$ cat src/rtl/core/wapc_pkg.sv
// Shared types, constants and arithmetic helpers for the window average
// prediction check core. No dependencies.
`timescale 1ns / 1ps

package wapc_pkg;

  // Window geometry.
  localparam int WINDOW_SIZE = 5;
  localparam int DATA_W      = 16;
  localparam int SLOT_W      = $clog2(WINDOW_SIZE);
  localparam int SUM_W       = DATA_W + $clog2(WINDOW_SIZE);

  // Exact divide by the window size through a rounded-up reciprocal.
  localparam int DIV_SHIFT = SUM_W + $clog2(WINDOW_SIZE);
  localparam int DIV_MULT_W = SUM_W + 1;
  localparam logic [DIV_MULT_W-1:0] DIV_MULT =
      DIV_MULT_W'(((64'd1 << DIV_SHIFT) + 64'(WINDOW_SIZE) - 64'd1) / 64'(WINDOW_SIZE));

  // Prediction budget: (period + 60) / 60, also through a reciprocal.
  localparam int PERIOD_UNIT = 60;
  localparam int PER_W       = DATA_W + 1;
  localparam int PER_SHIFT   = PER_W + $clog2(PERIOD_UNIT);
  localparam int PER_MULT_W  = PER_W + 1;
  localparam logic [PER_MULT_W-1:0] PER_MULT =
      PER_MULT_W'(((64'd1 << PER_SHIFT) + 64'(PERIOD_UNIT) - 64'd1) / 64'(PERIOD_UNIT));

  // Configuration register indexes and reset values.
  localparam int CFG_IDX_W = 2;
  localparam logic [CFG_IDX_W-1:0] CFG_GOOD_THRESHOLD = 2'd0;
  localparam logic [CFG_IDX_W-1:0] CFG_FAIR_THRESHOLD = 2'd1;
  localparam logic [CFG_IDX_W-1:0] CFG_OWN_ADDRESS    = 2'd2;

  localparam logic [DATA_W-1:0] GOOD_THRESHOLD_RST = 16'd1;
  localparam logic [DATA_W-1:0] FAIR_THRESHOLD_RST = 16'd3;
  localparam logic [DATA_W-1:0] OWN_ADDRESS_RST    = 16'd256;
  localparam logic [DATA_W-1:0] PACKET_COUNT_RST   = 16'd1;
  localparam logic [DATA_W-1:0] PACKET_COUNT_MAX   = 16'hFFFF;

  typedef enum logic [1:0] {
    VERDICT_FAIR = 2'd0,
    VERDICT_GOOD = 2'd1,
    VERDICT_BAD  = 2'd2
  } verdict_e;

  // Write request into the sample window.
  typedef struct packed {
    logic              wr_en;
    logic              upd_avg;
    logic [DATA_W-1:0] data;
  } win_cmd_t;

  // One result item.
  typedef struct packed {
    logic [DATA_W-1:0] average;
    verdict_e          verdict;
    logic              reply_send;
    logic [DATA_W-1:0] reply_address;
    logic              prediction_made;
    logic [DATA_W-1:0] predicted_value;
  } result_t;

  function automatic logic [DATA_W-1:0] div_window(input logic [SUM_W-1:0] sum);
    logic [SUM_W+DIV_MULT_W-1:0] prod;
    prod = SUM_W'(sum) * DIV_MULT;
    return prod[DIV_SHIFT +: DATA_W];
  endfunction

  // The quotient is at most 1093, so the bits above the product's top are zero.
  function automatic logic [DATA_W-1:0] budget_from_period(input logic [DATA_W-1:0] period);
    logic [PER_W-1:0]            num;
    logic [PER_W+PER_MULT_W-1:0] prod;
    num  = {1'b0, period} + PER_W'(PERIOD_UNIT);
    prod = num * PER_MULT;
    return DATA_W'(prod[PER_W+PER_MULT_W-1:PER_SHIFT]);
  endfunction

endpackage

$ cat src/rtl/core/wapc_window.sv
// Ring of window samples with slot pointer and registered average.
// Depends on wapc_pkg.
`timescale 1ns / 1ps

module wapc_window import wapc_pkg::*; (
  input  logic              clk_i,
  input  logic              rst_ni,
  input  win_cmd_t          cmd_i,
  output logic [DATA_W-1:0] avg_cur_o,
  output logic [DATA_W-1:0] avg_next_o
);

  logic [DATA_W-1:0] win_q [WINDOW_SIZE];
  logic [SLOT_W-1:0] slot_q, slot_d;
  logic [DATA_W-1:0] avg_q;
  logic [SUM_W-1:0]  sum;

  assign slot_d = (slot_q == SLOT_W'(WINDOW_SIZE - 1)) ? '0 : slot_q + SLOT_W'(1);

  // Sum of the window as it will be after the write.
  always_comb begin
    sum = '0;
    for (int i = 0; i < WINDOW_SIZE; i++) begin
      if (cmd_i.wr_en && (slot_d == SLOT_W'(i))) begin
        sum = sum + SUM_W'(cmd_i.data);
      end else begin
        sum = sum + SUM_W'(win_q[i]);
      end
    end
  end

  assign avg_next_o = div_window(sum);
  assign avg_cur_o  = avg_q;

  always_ff @(posedge clk_i or negedge rst_ni) begin
    if (!rst_ni) begin
      slot_q <= '0;
      avg_q  <= '0;
      for (int i = 0; i < WINDOW_SIZE; i++) begin
        win_q[i] <= '0;
      end
    end else begin
      if (cmd_i.wr_en) begin
        slot_q        <= slot_d;
        win_q[slot_d] <= cmd_i.data;
      end
      if (cmd_i.upd_avg) begin
        avg_q <= avg_next_o;
      end
    end
  end

endmodule

$ cat src/rtl/core/wapc_ctrl.sv
// Configuration registers, classification, prediction budget and packet
// bookkeeping. Depends on wapc_pkg.
`timescale 1ns / 1ps

module wapc_ctrl import wapc_pkg::*; (
  input  logic                 clk_i,
  input  logic                 rst_ni,
  input  logic                 cfg_we_i,
  input  logic [CFG_IDX_W-1:0] cfg_index_i,
  input  logic [DATA_W-1:0]    cfg_wdata_i,
  input  logic                 accept_i,
  input  logic                 mode_i,
  input  logic [DATA_W-1:0]    temperature_i,
  input  logic [DATA_W-1:0]    period_seconds_i,
  input  logic [DATA_W-1:0]    sender_address_i,
  input  logic [DATA_W-1:0]    avg_cur_i,
  input  logic [DATA_W-1:0]    avg_next_i,
  output win_cmd_t             win_cmd_o,
  output result_t              result_o
);

  logic [DATA_W-1:0] good_q, fair_q, own_q;
  verdict_e          verdict_q, verdict_d;
  logic [DATA_W-1:0] budget_q, budget_d;
  logic [DATA_W-1:0] period_q, period_d;
  logic [DATA_W-1:0] count_q, count_d;
  logic [DATA_W-1:0] sender_q, sender_d;

  logic signed [DATA_W:0] diff_s;
  logic [DATA_W-1:0]      budget_new, budget_sel, count_inc;
  logic                   act_tick, count_ready;
  verdict_e               verdict_new;

  assign diff_s = signed'({1'b0, temperature_i}) - signed'({1'b0, avg_next_i});

  always_comb begin
    if (diff_s <= signed'({1'b0, good_q})) begin
      verdict_new = VERDICT_GOOD;
    end else if (diff_s <= signed'({1'b0, fair_q})) begin
      verdict_new = VERDICT_FAIR;
    end else begin
      verdict_new = VERDICT_BAD;
    end
  end

  assign act_tick    = sender_q != own_q;
  assign count_ready = count_q >= DATA_W'(WINDOW_SIZE);
  assign count_inc   = (count_q != PACKET_COUNT_MAX) ? count_q + DATA_W'(1) : count_q;
  assign budget_new  = budget_from_period(period_q);
  assign budget_sel  = (verdict_q == VERDICT_GOOD) ? budget_new : budget_q;

  always_comb begin
    verdict_d = verdict_q;
    budget_d  = budget_q;
    period_d  = period_q;
    count_d   = count_q;
    sender_d  = sender_q;
    win_cmd_o = '0;
    result_o  = '0;
    result_o.average = avg_cur_i;
    result_o.verdict = verdict_q;
    if (accept_i) begin
      if (!mode_i) begin
        period_d          = period_seconds_i;
        sender_d          = sender_address_i;
        verdict_d         = verdict_new;
        win_cmd_o.wr_en   = 1'b1;
        win_cmd_o.upd_avg = 1'b1;
        win_cmd_o.data    = temperature_i;
        result_o.average  = avg_next_i;
        result_o.verdict  = verdict_new;
      end else if (act_tick) begin
        if (count_ready) begin
          budget_d = budget_sel;
          // A nonzero budget inserts the current average as a sample.
          if (budget_sel != '0) begin
            budget_d                 = budget_sel - DATA_W'(1);
            win_cmd_o.wr_en          = 1'b1;
            win_cmd_o.data           = avg_cur_i;
            result_o.prediction_made = 1'b1;
            result_o.predicted_value = avg_cur_i;
          end
        end
        count_d                = count_inc;
        result_o.reply_send    = count_inc >= DATA_W'(WINDOW_SIZE);
        result_o.reply_address = sender_q;
      end
    end
  end

  always_ff @(posedge clk_i or negedge rst_ni) begin
    if (!rst_ni) begin
      good_q    <= GOOD_THRESHOLD_RST;
      fair_q    <= FAIR_THRESHOLD_RST;
      own_q     <= OWN_ADDRESS_RST;
      verdict_q <= VERDICT_FAIR;
      budget_q  <= '0;
      period_q  <= '0;
      count_q   <= PACKET_COUNT_RST;
      sender_q  <= '0;
    end else begin
      if (cfg_we_i) begin
        unique case (cfg_index_i)
          CFG_GOOD_THRESHOLD: good_q <= cfg_wdata_i;
          CFG_FAIR_THRESHOLD: fair_q <= cfg_wdata_i;
          CFG_OWN_ADDRESS:    own_q  <= cfg_wdata_i;
          default: ;
        endcase
      end
      verdict_q <= verdict_d;
      budget_q  <= budget_d;
      period_q  <= period_d;
      count_q   <= count_d;
      sender_q  <= sender_d;
    end
  end

endmodule

$ cat src/rtl/core/window_average_prediction_check_core.sv
// Top level of the window average prediction check core: handshake,
// result register and the window and control units. Depends on wapc_pkg,
// wapc_window and wapc_ctrl.
`timescale 1ns / 1ps

// Every accepted item produces exactly one result item the cycle after, and
// a new item can be accepted in every cycle: the whole update (window write,
// five-entry sum, reciprocal divide by the window size, classification and
// tick bookkeeping) is one pass of logic between the item on the input ports
// and the result register. A sample item (mode 0) stores the temperature in
// the next ring slot, recomputes the average and classes the signed
// difference temperature minus average as good, fair or bad against the two
// thresholds. A tick item (mode 1) acts only when the last sender differs
// from own_address; once enough packets have been counted it may refresh
// the prediction budget from the last sensor period and insert the current
// average into the window as a predicted sample, then it counts the packet
// and may raise reply_send. The single result register decouples the sides:
// in_stall_o is high only while a result is held and out_stall_i is high,
// so the input keeps flowing as long as results are taken. Configuration
// writes go through cfg_we_i, cfg_index_i and cfg_wdata_i and are meant to
// happen while no item is in flight; index 3 is ignored.
module window_average_prediction_check_core import wapc_pkg::*; (
  input  logic                 clk_i,
  input  logic                 rst_ni,
  input  logic                 in_valid_i,
  output logic                 in_stall_o,
  input  logic                 mode_i,
  input  logic [DATA_W-1:0]    temperature_i,
  input  logic [DATA_W-1:0]    period_seconds_i,
  input  logic [DATA_W-1:0]    sender_address_i,
  input  logic                 cfg_we_i,
  input  logic [CFG_IDX_W-1:0] cfg_index_i,
  input  logic [DATA_W-1:0]    cfg_wdata_i,
  output logic                 out_valid_o,
  input  logic                 out_stall_i,
  output logic [DATA_W-1:0]    average_o,
  output logic [1:0]           verdict_o,
  output logic                 reply_send_o,
  output logic [DATA_W-1:0]    reply_address_o,
  output logic                 prediction_made_o,
  output logic [DATA_W-1:0]    predicted_value_o
);

  logic              accept;
  logic              out_valid_q, out_valid_d;
  result_t           result, result_q;
  win_cmd_t          win_cmd;
  logic [DATA_W-1:0] avg_cur, avg_next;

  // The result register can take a new item when it is empty or drains now.
  assign in_stall_o  = out_valid_q & out_stall_i;
  assign accept      = in_valid_i & ~in_stall_o;
  assign out_valid_d = accept | (out_valid_q & out_stall_i);

  wapc_window u_window (
    .clk_i      (clk_i),
    .rst_ni     (rst_ni),
    .cmd_i      (win_cmd),
    .avg_cur_o  (avg_cur),
    .avg_next_o (avg_next)
  );

  wapc_ctrl u_ctrl (
    .clk_i            (clk_i),
    .rst_ni           (rst_ni),
    .cfg_we_i         (cfg_we_i),
    .cfg_index_i      (cfg_index_i),
    .cfg_wdata_i      (cfg_wdata_i),
    .accept_i         (accept),
    .mode_i           (mode_i),
    .temperature_i    (temperature_i),
    .period_seconds_i (period_seconds_i),
    .sender_address_i (sender_address_i),
    .avg_cur_i        (avg_cur),
    .avg_next_i       (avg_next),
    .win_cmd_o        (win_cmd),
    .result_o         (result)
  );

  always_ff @(posedge clk_i or negedge rst_ni) begin
    if (!rst_ni) begin
      out_valid_q <= 1'b0;
    end else begin
      out_valid_q <= out_valid_d;
    end
  end

  // Result payload needs no reset; it is qualified by out_valid_q.
  always_ff @(posedge clk_i) begin
    if (accept) begin
      result_q <= result;
    end
  end

  assign out_valid_o       = out_valid_q;
  assign average_o         = result_q.average;
  assign verdict_o         = result_q.verdict;
  assign reply_send_o      = result_q.reply_send;
  assign reply_address_o   = result_q.reply_address;
  assign prediction_made_o = result_q.prediction_made;
  assign predicted_value_o = result_q.predicted_value;

  // An accepted item always leaves a result in the register.
  assert property (@(posedge clk_i) disable iff (!rst_ni)
    accept |=> out_valid_q)
    else $error("accepted item did not produce a result");

  // A prediction is only made once enough packets passed, so a reply follows.
  assert property (@(posedge clk_i) disable iff (!rst_ni)
    (out_valid_q && result_q.prediction_made) |-> result_q.reply_send)
    else $error("prediction made without reply");

  // A tick does not recompute the sum, so the inserted value is the average.
  assert property (@(posedge clk_i) disable iff (!rst_ni)
    (out_valid_q && result_q.prediction_made) |->
      (result_q.predicted_value == result_q.average))
    else $error("predicted value differs from the average");

  // Without a prediction the predicted value reads as zero.
  assert property (@(posedge clk_i) disable iff (!rst_ni)
    (out_valid_q && !result_q.prediction_made) |-> (result_q.predicted_value == '0))
    else $error("predicted value set without a prediction");

endmodule
$ cat config.mk
export PLATFORM = sky130hd
export DESIGN_NAME = window_average_prediction_check_core
export DESIGN_NICKNAME = d
export VERILOG_FILES = /design/src/rtl/core/wapc_pkg.sv /design/src/rtl/core/wapc_window.sv /design/src/rtl/core/wapc_ctrl.sv /design/src/rtl/core/window_average_prediction_check_core.sv
export SDC_FILE = /design/constraint.sdc
export NUM_CORES = 1
export LEC_CHECK = 0
export ABC_AREA = 1
export BUFFER_PORTS_ARGS = -buffer_cell sky130_fd_sc_hd__buf_2
export CAP_MARGIN = 40
export CORE_AREA = 3 3 238 240
export CTS_CLUSTER_DIAMETER = 50
export DETAILED_ROUTE_END_ITERATION = 10
export DIE_AREA = 0 0 241 243
export PLACE_DENSITY = 0.79
export SLEW_MARGIN = 5
export SYNTH_ARGS = -nofsm -noshare
export SYNTH_HDL_FRONTEND = slang
export SYNTH_HIERARCHICAL = 1
export SYNTH_SLANG_ARGS = --single-unit
export TNS_END_PERCENT = 20
$ cat constraint.sdc
create_clock -name clk_i -period 21.1 [get_ports clk_i]
set_input_delay 4.22 -clock clk_i [delete_from_list [all_inputs] [get_ports clk_i]]
set_output_delay 4.22 -clock clk_i [all_outputs]
set_load 0.02 [all_outputs]
# ---- Word-level counts from Yosys, hierarchy flattened
# Index checks and enable logic that the tools add are counted.
dict set report totals {
  regBits 266
  input_bits 72
  output_inout_bits 54
  wordCells 103
}
dict set report classes {
  addsub 13
  multipliers 2
  magnitude_cmp 6
  n_eq_ne 10
  mux 26
  bitwise 6
  reduce_logical 18
}
# cell n
set ops {}
lappend ops {{$mux W16} 9}
lappend ops {{$add A19 B16 Y19} 6}
lappend ops {{$bwmux W80} 1}
lappend ops {{$mux W19} 4}
lappend ops {{$demux W16 S3} 1}
lappend ops {{$mul A19 B20 Y38 const B} 1}
lappend ops {{$mux W18} 2}
lappend ops {{$mul A17 B18 Y35 const B} 1}
lappend ops {{$add A16 B16 Y17} 2}
lappend ops {{$le A17 B17 Y1} 2}
lappend ops {{$ge A16 B3 Y1 const B} 2}
lappend ops {{$add A16 B6 Y17 const B} 1}
lappend ops {{$mux W17} 1}
lappend ops {{$sub A16 B16 Y17} 1}
lappend ops {{$add A16 B1 Y16 const B} 1}
lappend ops {{$ne A16 B16 Y1} 1}
lappend ops {{$ne A16 B16 Y1 const B} 1}
lappend ops {{$reduce_bool A16 Y1} 1}
lappend ops {{$sub A16 B1 Y16 const B} 1}
lappend ops {{$reduce_and A2 Y1} 5}
lappend ops {{$reduce_and A4 Y1} 2}
lappend ops {{$eq A3 B2 Y1 const B} 2}
lappend ops {{$eq A3 B3 Y1 const B} 2}
lappend ops {{$logic_and A1 B1 Y1} 6}
lappend ops {{other kinds (16)} 25}

# ---- Logic depth before layout (Yosys ltp)
# Gate-level depths: netlist of the first run.
dict set report logic_depth {
  ltp_word 25
  ltp_mapped 128
  ltp_nobuf 126
}

# ---- By module
# The synthesis of the first run kept the hierarchy.
# mod n_inst cells_per_inst area_each_um2 seq_area_each_um2
set modules_own_cells {}
lappend modules_own_cells {wapc_window 1 1717 13223.9 2477.4}
lappend modules_own_cells {wapc_ctrl 1 1817 12463.2 2859.0}
lappend modules_own_cells {window_average_prediction_check_core 1 58 1606.5 1586.5}

# ---- Worst setup path after synthesis of the first run
# No wires, ideal clock.
dict set report synth_timing {
  path_type {input port to flip-flop}
  startpoint {in in_valid_i}
  endpoint {reg result_q, in the netlist verdict_o[1] (data pin)}
  setup_time_ns 0.264
  arrival_time_ns 20.206
  required_time_ns 20.836
  slack_ns 0.630
  path_stages 83
  n_path_buf 3
  path_cell_list {inv_1 -> a21oi_1 -> nand2_1 -> clkbuf_1 -> nand2_1 -> inv_1 -> nor3_1 -> nand2_1 -> clkbuf_1 -> clkbuf_1 -> o21ai_0 -> ha_1 -> inv_1 -> fa_1 -> inv_1 -> nand3_1 -> nand2_1 -> xor2_1 -> [... 47 more ...] -> inv_1 -> ha_1 -> nand4_1 -> o21ai_0 -> a21oi_1 -> o21ai_0 -> nand2_1 -> a31oi_1 -> xor2_1 -> ha_1 -> nand2_1 -> nor2_1 -> a211oi_1 -> nand2_1 -> nand2_1 -> a21boi_0 -> o21ai_0 -> o21ai_0}
}
# item line_no
set synth_rtl {}
lappend synth_rtl {{from (decl)} window_average_prediction_check_core.sv:25} ;# input logic in_valid_i,
lappend synth_rtl {{to (signal assigned)} window_average_prediction_check_core.sv:91} ;# result_q <= result;
lappend synth_rtl {{to (decl)} window_average_prediction_check_core.sv:46} ;# result_t result, result_q;

==> impl_metrics.toml, run 1 <==
[sta]
achievable-frequency_ghz = 0.0503
finalWorstSetupSlack_ps = 1230
timing.slew.headroom = 0.416
tightest_slew_ps = 875
minimum_clock_period_after_layout_ps = 19870
final-hold-violation-count = 0
worst_hold_slack_ps = 475
setup_viol = 0
layout_worst_path_cycle_share = 0.942
final-max-slew-violation-count = 0
clock_skew_ps = 36.7

[cts]
clock_sinks = 266
cts.clk_slew.worst_paths_ps = 60
cts-buffers-inserted = 37
cts.htree.levels = 2
worst_skew_pair.late_latency_ps = 570
tritoncts_clock_tree = "done"
cts.path.max_buffers = 3
clk_root_buffer_cell = "clkbuf_16"

[drt]
vias = 23800
route.final.wire_length_um = 73600
drt-vias-per-instance = 5.33
drtAntennaViolNets = 0
routed_wire_length_per_instance_um = 16.5
detail_route.drc_violations = 0
drt_iter0_drc = 1943
drtPass1Iterations = 5

[synth]
number_of_synthesized_flops_with_an_enable_pin = 52
synth-simple-area-share = 0.210
synth_fa_ha_area_frac = 0.274
synth.yosys.seq_area_share = 0.254
synthesis.area_sq_um = 27300
synth.avg_cell_area_sq_um = 7.60
yosys_register_bits = 266
synth_nets = 4179
synthDistinctLibCells = 60
synth_mux_area_frac = 0
synth-compound-area-share = 0.112
postSynth.asyncResetShare = 0.805
synth_top_family_by_area = "adder cells"
total_number_of_yosys_warnings = 6
yosys.area_share.xor_xnor = 0.0393
synth_top_flop_cell = "dfrtp_1"
post_synth_inst_count = 3592

[final_layout]
fin_util = 0.556
fraction_of_final_layout_cells_sized_beyond_drive_strength_1 = 0.111
fin_nets = 4318
most-common-layout-cells = "857 x nand2_1, 709 x inv_1, 369 x ha_1, 319 x o21ai_0, 209 x dfrtp_1"
syn2layout_area_growth_pct = 11.8
layoutNonFillerInstCount = 4465
layout.cells.most_common = "nand2_1"

[grt]
vias_in_the_first_global_route = 23000
maximum_number_of_pins_on_one_net_before_global_route_repair = 109
grtUsageTotal = 0.251
grt_overflow = 0
grt_first_pass_wirelength_um = 118000
grt_antenna_before_repair = 3

[critical_path]
cp.required_ps = 21400
critPathKind = "flip-flop to flip-flop"
reg2reg_setup_slack_ps = 1230
slowest_stage = "fa_1"
critical-path-top-cell-by-count = "nand2_1"
timing.critical_path.fanout_max = 6
worst-endpoint-arrival_ps = 20170
worstSetupEndpoint = "verdict_o[0]"
critPathCaptureType = "flip-flop"
crit_start = "u_ctrl/period_q[2]"
crit-reg2reg-launch = "u_ctrl/period_q[2]"
rr_endpoint = "verdict_o[0]"
cpPeakStageDelay_ps = 600
timing.critical_path.from_type = "flip-flop"
worst_r2r_path_depth = 115

[place]
gp_congestion = 1.00
portBuffers = 125
placed_cells_incl_taps = 4379
final_hpwl_dp_um = 58800
pre_cts_setup_slack_ps = 51.4

[run]
cap_viol_max_count = 0

[floorplan]
die_height_um = 243
fp-row-count = 86
die_w_um = 241
i_o_pin_count = 126
design.die.area_sq_um = 58600
starting_density_of_the_core = 0.497
fp.coreArea_sq_um = 54900

[status]
outcome = "finished, final reports clean"

[worst_hold_path]
holdCritPathClass = "flip-flop to flip-flop"
[per-stage QoR]
stage,area [sq um],TNS [ps]
2_1_floorplan,27300,0
3_3_place_gp,28700,0
3_5_place_dp,28700,0
4_1_cts,30000,0
5_1_grt,30500,-341
6_report,30500,0
[critical path: cells and delay by family (launching register included)]
family,cells,cell delay (ps)
AO/OA/AOI/OAI,16,2380
XOR/XNOR,4,740
adder cells (fa/ha/maj),22,8560
buffers and inverters,18,1360
flip-flops,1,340
AND/OR/NAND/NOR,55,6220
[worst min path at each step]
| stage | from | end | cells after the start |
|---|---|---|---|
| 4_1_cts | u_window/win_q[77] | u_window/win_q[77] | 2 |
| 3_5_place_dp | u_window/win_q[8] | u_window/win_q[8] | 2 |
| 5_1_grt | u_window/win_q[72] | u_window/win_q[72] | 2 |
| 2_1_floorplan | u_window/win_q[0] | u_window/win_q[0] | 2 |
| 6_report | u_window/win_q[0] | u_window/win_q[0] | 2 |
| 3_3_place_gp | u_window/win_q[8] | u_window/win_q[8] | 2 |
[cell families (layout without fill, tap and decap cells)]
group / Yosys count / in the layout
and+or+nand+nor: 1341 / 1341
buffers and inverters: 789 / 957
AOI/OAI and AO/OA: 561 / 561
adders and majority gates: 515 / 515
DFF: 266 / 266
xor gates and xnor gates: 120 / 120
other: 0 / 1
[sequential cells by signal, indices dropped and copies added, names as in the netlist, 3 cells and up]
register / cells
reply_address_o: 16
u_ctrl/fair_q: 16
u_window/win_q: 80
u_ctrl/own_q: 16
u_window/slot_q: 3
predicted_value_o: 16
u_ctrl/count_q: 16
average_o: 16
u_ctrl/budget_q: 16
u_ctrl/period_q: 16
u_ctrl/good_q: 16
u_window/avg_cur_o: 16
u_ctrl/sender_q: 16
[repair_timing]
action	4_1_cts	5_1_grt
hold buffers	0	0
buffers inserted	0	17
pin swaps	0	22
resized for setup	1	91
setup endpoints to repair	2	4
[synth_stat cells, drive strengths merged (3+ instances only)]
library cell,n,area share
a211oi,3,0.00083
nand3,133,0.027
a21o,11,0.0030
buf,13,0.0035
o2111ai,5,0.0016
fa,139,0.10
clkbuf,52,0.0072
nand4,35,0.0080
o211ai,4,0.0011
dfrtp,209,0.19
nand2,904,0.13
a31oi,13,0.0030
xor2,81,0.026
edfxtp,52,0.057
o21a,10,0.0028
a21boi,3,0.00083
ha,376,0.17
o21ai,351,0.067
or2,11,0.0025
o21bai,11,0.0030
dfstp,5,0.0048
nor2,191,0.029
xnor2,39,0.013
and2,8,0.0018
nand3b,4,0.0011
inv,721,0.099
clkinv,3,0.00041
a21oi,141,0.027
nor3,38,0.0075
nor4,10,0.0025
[final cells by class]
class,count,area (sq um)
fillers,4964,24400
clock inverters,19,221
flip-flops and latches,266,6920
multi-input cells,2537,17700
repair buffers,165,996
inverters,724,2720
clock buffers,49,1030
diodes,1,2.50
well taps,704,881
[routing by layer]
metal | vias to the layer above | GRT usage | share of wire
li1 | 11700 | - | -
met1 | 11200 | 0.348 | 0.44
met2 | 736 | 0.406 | 0.46
met3 | 144 | 0.0394 | 0.068
met4 | 4 | 0.0752 | 0.029
met5 | - | 0 | 0.00030
Power of run 1 is left out: the tool's default activity adds up to more than one toggle a clock period on the data nets, which glitch-free logic cannot reach.
==> inputs of run 2 (changes only) <==
Settings changed: HOLD_SLACK_MARGIN set to 0.12.
Clock period 21.1 ns to 21.8 ns, I/O delays scaled along.
==> run 2 against run 1 <==
Critical path depth up 1. Core utilization down 0.67 points. Critical endpoint unchanged. Maximum frequency fell by 2.0%. Setup slack gained 300 ps. Worst hold slack lost 5.0 ps. Sequential cell count stayed put. Register-to-register slack gained 300 ps. Clock-buffer cell count down 6.
==> impl_metrics.toml, run 2 (synthesized netlist as in run 1, its figures left out) <==
[worst_hold_path]
timing.hold.worst.start = "u_window/win_q[11]"
min_delay_path_depth = 2
holdCritPathClass = "flip-flop to flip-flop"
hold_crit_endpoint = "u_window/win_q[11]"

[drt]
route.final.wire_length_um = 72200
drt_iter0_drc = 2212
drtPass1Iterations = 6
detail_route.drc_violations = 0
vias = 23600
drtAntennaViolNets = 0
routed_wire_length_per_instance_um = 16.2
drt-vias-per-instance = 5.31

[grt]
grt_antenna_before_repair = 2
grt_first_pass_wirelength_um = 117000
vias_in_the_first_global_route = 23000
grt_overflow = 0
grtUsageTotal = 0.248
maximum_number_of_pins_on_one_net_before_global_route_repair = 97

[floorplan]
starting_density_of_the_core = 0.497
fp.coreArea_sq_um = 54900
design.die.area_sq_um = 58600
i_o_pin_count = 126
die_height_um = 243
die_w_um = 241
fp-row-count = 86

[final_layout]
layout.cells.most_common = "nand2_1"
finish.instance_area_sq_um = 30100
syn2layout_area_growth_pct = 10.5
seq_area_sq_um = 6920
multi_input_comb_area_sq_um = 17500
n_fill_cell = 5003
largest_register_ffs = 80
layoutNonFillerInstCount = 4454
fin_nets = 4307
most-common-layout-cells = "866 x nand2_1, 711 x inv_1, 375 x ha_1, 323 x o21ai_0, 209 x dfrtp_1"
fraction_of_final_layout_cells_sized_beyond_drive_strength_1 = 0.0955
top_register = "u_window/win_q"
fin_util = 0.549

[critical_path]
crit-reg2reg-launch = "u_ctrl/period_q[2]"
cp_num_buf_inv = 21
worst_r2r_path_depth = 116
rr_endpoint = "verdict_o[0]"
largest_delay_contributor_family_on_the_critical_path = "adder cells"
cpPeakStageDelay_ps = 600
cp.required_ps = 22200
timing.critical_path.fanout_max = 6
critPathKind = "flip-flop to flip-flop"
slowest_stage = "fa_1"
critPathCaptureType = "flip-flop"
critical-path-top-cell-by-count = "nand2_1"
reg2reg_setup_slack_ps = 1530
worst-endpoint-arrival_ps = 20670
timing.critical_path.from_type = "flip-flop"

[sta]
minimum_clock_period_after_layout_ps = 20270
final-hold-violation-count = 0
layout_worst_path_cycle_share = 0.930
clock_skew_ps = 20.3
tightest_slew_ps = 879
worst_hold_slack_ps = 470
timing.slew.headroom = 0.408
final-max-slew-violation-count = 0
setup_viol = 0
achievable-frequency_ghz = 0.0493

[cts]
cts-buffers-inserted = 36
cts.clk_slew.worst_paths_ps = 70
worst_skew_pair.late_latency_ps = 560
cts-hold-fix-buffers = 0
clk_root_buffer_cell = "clkbuf_16"
cts.htree.levels = 2
cts.path.max_buffers = 3
tritoncts_clock_tree = "done"
clock_sinks = 266

[place]
placed_cell_area_sq_um = 28800
portBuffers = 125
gp_congestion = 0.978
placed_cells_incl_taps = 4380
final_hpwl_dp_um = 58100

[status]
outcome = "finished, final reports clean"

[run]
cap_viol_max_count = 0
run 2: what timing repair did:
action | in CTS | in global routing
buffers inserted | 0 | 6
gates resized for setup | 0 | 31
setup endpoints to repair | 0 | 4
endpoints found under the hold margin | 0 | 0
run 2: cell type report:
type | count | area share
Clock buffer | 43 | 0.0335
Sequential cell | 266 | 0.230
Timing Repair Buffer | 155 | 0.0311
Clock inverter | 23 | 0.00722
Antenna cell | 2 | 0.000166
Tap cell | 704 | 0.0292
Inverter | 724 | 0.0901
Multi-Input combinational cell | 2537 | 0.579
run 2: worst reg2reg max path: cells and delay by family, from the launching register on:
family                   cells  cell delay (ps)
adder cells (fa/ha/maj)     21             8520
AND/OR/NAND/NOR             55             6260
AO/OA/AOI/OAI               14             2220
buffers and inverters       21             1580
XOR/XNOR                     5             1110
flip-flops                   1              410
run 2: metal layers:
layer / vias to the layer above / track usage / routed length, um
met2: 747 / 0.396 / 32800
met1: 11100 / 0.342 / 32100
met4: 2 / 0.0784 / 2250
met5: - / 0 / 12
met3: 135 / 0.0449 / 5080
li1: 11700 / - / -
run 2: per-stage QoR:
| step | TNS, ps | setup slack, ps |
|---|---|---|
| floorplan | 0 | 1190 |
| global placement | 0 | 1560 |
| detailed placement | 0 | 1020 |
| CTS | 0 | 863 |
| global route | -183 | -111 |
| finish | 0 | 1530 |
run 2: worst max path at each step:
stage / from / end / slack, ps / cells past startpoint
finish: u_ctrl/period_q[2] / verdict_o[0] / 1530 / 116
global placement: u_ctrl/period_q[2] / verdict_o[1] / 1560 / 111
CTS: u_ctrl/period_q[2] / verdict_o[1] / 860 / 110
global route: u_ctrl/period_q[2] / verdict_o[0] / -110 / 118
detailed placement: u_ctrl/period_q[2] / verdict_o[1] / 1020 / 111
floorplan: in_valid_i / verdict_o[1] / 1190 / 83
Power of run 2 is left out for the same reason.
==> inputs of run 3 (changes only) <==
Settings changed: ABC_AREA 1 to not set, CORE_AREA 3 3 238 240 to 3 3 231 233, DIE_AREA 0 0 241 243 to 0 0 234 236, PLACE_DENSITY 0.79 to 0.78.
==> run 3 against run 2 <==
Routed wire length fell by 9.7%. Maximum frequency fell by 4.5%. Core utilization rose by 2.5 points. Sequential cell count did not move. Worst hold slack improved by 19 ps.
==> impl_metrics.toml, run 3 <==
[drt]
routed_wire_length_per_instance_um = 18.8
drt_iter0_drc = 1330
drtPass1Iterations = 6
route.final.wire_length_um = 65100
drtAntennaViolNets = 0
detail_route.drc_violations = 0
drt-vias-per-instance = 5.64
vias = 19600

[floorplan]
die_w_um = 234
die_height_um = 236
design.die.area_sq_um = 55200
starting_density_of_the_core = 0.498
fp.coreArea_sq_um = 51400
fp-row-count = 83
i_o_pin_count = 126

[cts]
cts-buffers-inserted = 35
tritoncts_clock_tree = "done"
worst_skew_pair.late_latency_ps = 530
cts.htree.levels = 2
clk_root_buffer_cell = "clkbuf_16"
cts.path.max_buffers = 3
cts.clk_slew.worst_paths_ps = 60
clock_sinks = 266

[final_layout]
syn2layout_area_growth_pct = 15.4
largest_register_ffs = 80
fraction_of_final_layout_cells_sized_beyond_drive_strength_1 = 0.246
most-common-layout-cells = "373 x inv_1, 360 x ha_1, 242 x mux2_2, 209 x dfrtp_1, 132 x fa_1"
fin_util = 0.574
fin_nets = 3351
layout.cells.most_common = "inv_1"
top_register = "u_window/win_q"
finish.instance_area_sq_um = 29500

[sta]
achievable-frequency_ghz = 0.0471
final-max-slew-violation-count = 0
setup_viol = 0
finalWorstSetupSlack_ps = 571
timing.slew.headroom = 0.397
final-hold-violation-count = 0
clock_skew_ps = 31.5
minimum_clock_period_after_layout_ps = 21230
layout_worst_path_cycle_share = 0.974
tightest_slew_ps = 897

[place]
portBuffers = 125
final_hpwl_dp_um = 51100
pre_cts_setup_slack_ps = -419
gp_congestion = 0.964
placed_cell_area_sq_um = 27400

[status]
outcome = "finished, final reports clean"

[synth]
synth_nets = 3139
synth.largest_area_cell = "dfrtp_1"
synth.avg_cell_area_sq_um = 10.0
synth_top_flop_cell = "dfrtp_1"
synth.top_cells.by_count = "377 x inv_1, 376 x ha_1, 242 x mux2_2, 209 x dfrtp_1, 139 x fa_1"
yosys_register_bits = 266
synth.yosys.seq_area_share = 0.271
synthesis.area_sq_um = 25600
area_share_of_the_leading_cell_type_in_the_synthesized_netlist = 0.204
postSynth.asyncResetShare = 0.805
synthDistinctLibCells = 97
synth_area_leaders = "dfrtp_1 20%, ha_1 18%, fa_1 11%"
number_of_synthesized_flops_with_an_enable_pin = 52
total_number_of_yosys_warnings = 6
post_synth_inst_count = 2552
synthMostInstantiatedCell = "inv_1"

[critical_path]
slowest_stage = "or4b_4"
cpPeakStageDelay_ps = 540
timing.critical_path.fanout_max = 10
critical-path-top-cell-by-count = "inv_1"
critPathCaptureType = "flip-flop"
timing.critical_path.from_type = "flip-flop"
largest_delay_contributor_family_on_the_critical_path = "adder cells"
cp.required_ps = 22070
critPathKind = "flip-flop to flip-flop"
cp_num_buf_inv = 18
worst-endpoint-arrival_ps = 21500

[grt]
vias_in_the_first_global_route = 20200
grt_overflow = 0
maximum_number_of_pins_on_one_net_before_global_route_repair = 85
grt_antenna_before_repair = 0
grt_first_pass_wirelength_um = 102000
grtUsageTotal = 0.227

[run]
cap_viol_max_count = 0

[worst_hold_path]
holdCritPathClass = "flip-flop to flip-flop"
[run 3: area by class of cell]
type	instances	area [sq um]
well taps	680	851
clock inverters	20	198
fillers	4208	21900
multi-input cells	1843	17700
inverters	379	1420
flip-flops and latches	266	6920
clock buffers	42	923
repair buffers	239	1530
diodes	2	5.00
[run 3: layer usage]
layer / wire, um / global-route usage
met1: 27300 / 0.291
met3: 3250 / 0.0309
met4: 1920 / 0.0646
met2: 32700 / 0.400
met5: 0 / 0
[run 3: through the flow]
stage / TNS [ps] / std cells / hold slack [ps]
floorplan: 0 / 2552 / 450
global placement: 0 / 3364 / 467
detailed placement: -1270 / 3369 / 477
CTS: 0 / 3432 / 492
global route: -1140 / 3469 / 516
finish: 0 / 3471 / 490
[run 3: worst paths after layout]
kind	to	slack (ps)	depth (start not counted)	start
max in group asynchronous	u_window/win_q[70]	15990	4	rst_ni
worst max-delay path	verdict_o[1]	570	102	u_ctrl/period_q[3]
min in group asynchronous	u_ctrl/own_q[6]	3840	1	rst_ni
worst min register to register	u_ctrl/budget_q[0]	490	2	u_ctrl/budget_q[0]
worst min-delay path	u_ctrl/budget_q[0]	490	2	u_ctrl/budget_q[0]
worst max register to register	verdict_o[1]	570	102	u_ctrl/period_q[3]
[run 3: logic make-up (layout without fill, tap and decap cells)]
kind of cell,after synthesis,after routing,synth area share
simple gates,516,516,0.103
fa+ha+maj,515,515,0.293
buf+inv,443,680,0.0654
compound gates,426,426,0.111
flops,266,266,0.271
mux,250,250,0.110
xor+xnor,136,136,0.0476
other cells,0,2,0
[run 3: worst min-delay path: stages (launching register included)]
cell     delay (ps)
dfrtp_1         340
nand2_1          40
o21ai_0          70
[run 3: timing repair]
item                                    CTS  global route
resized for setup                        15           119
endpoints found under the setup margin    4             4
hold endpoints to repair                  0             0
buffers inserted                          1            37
pin swaps                                 5            67
hold buffers                              0             0
Power of run 3 is left out for the same reason.
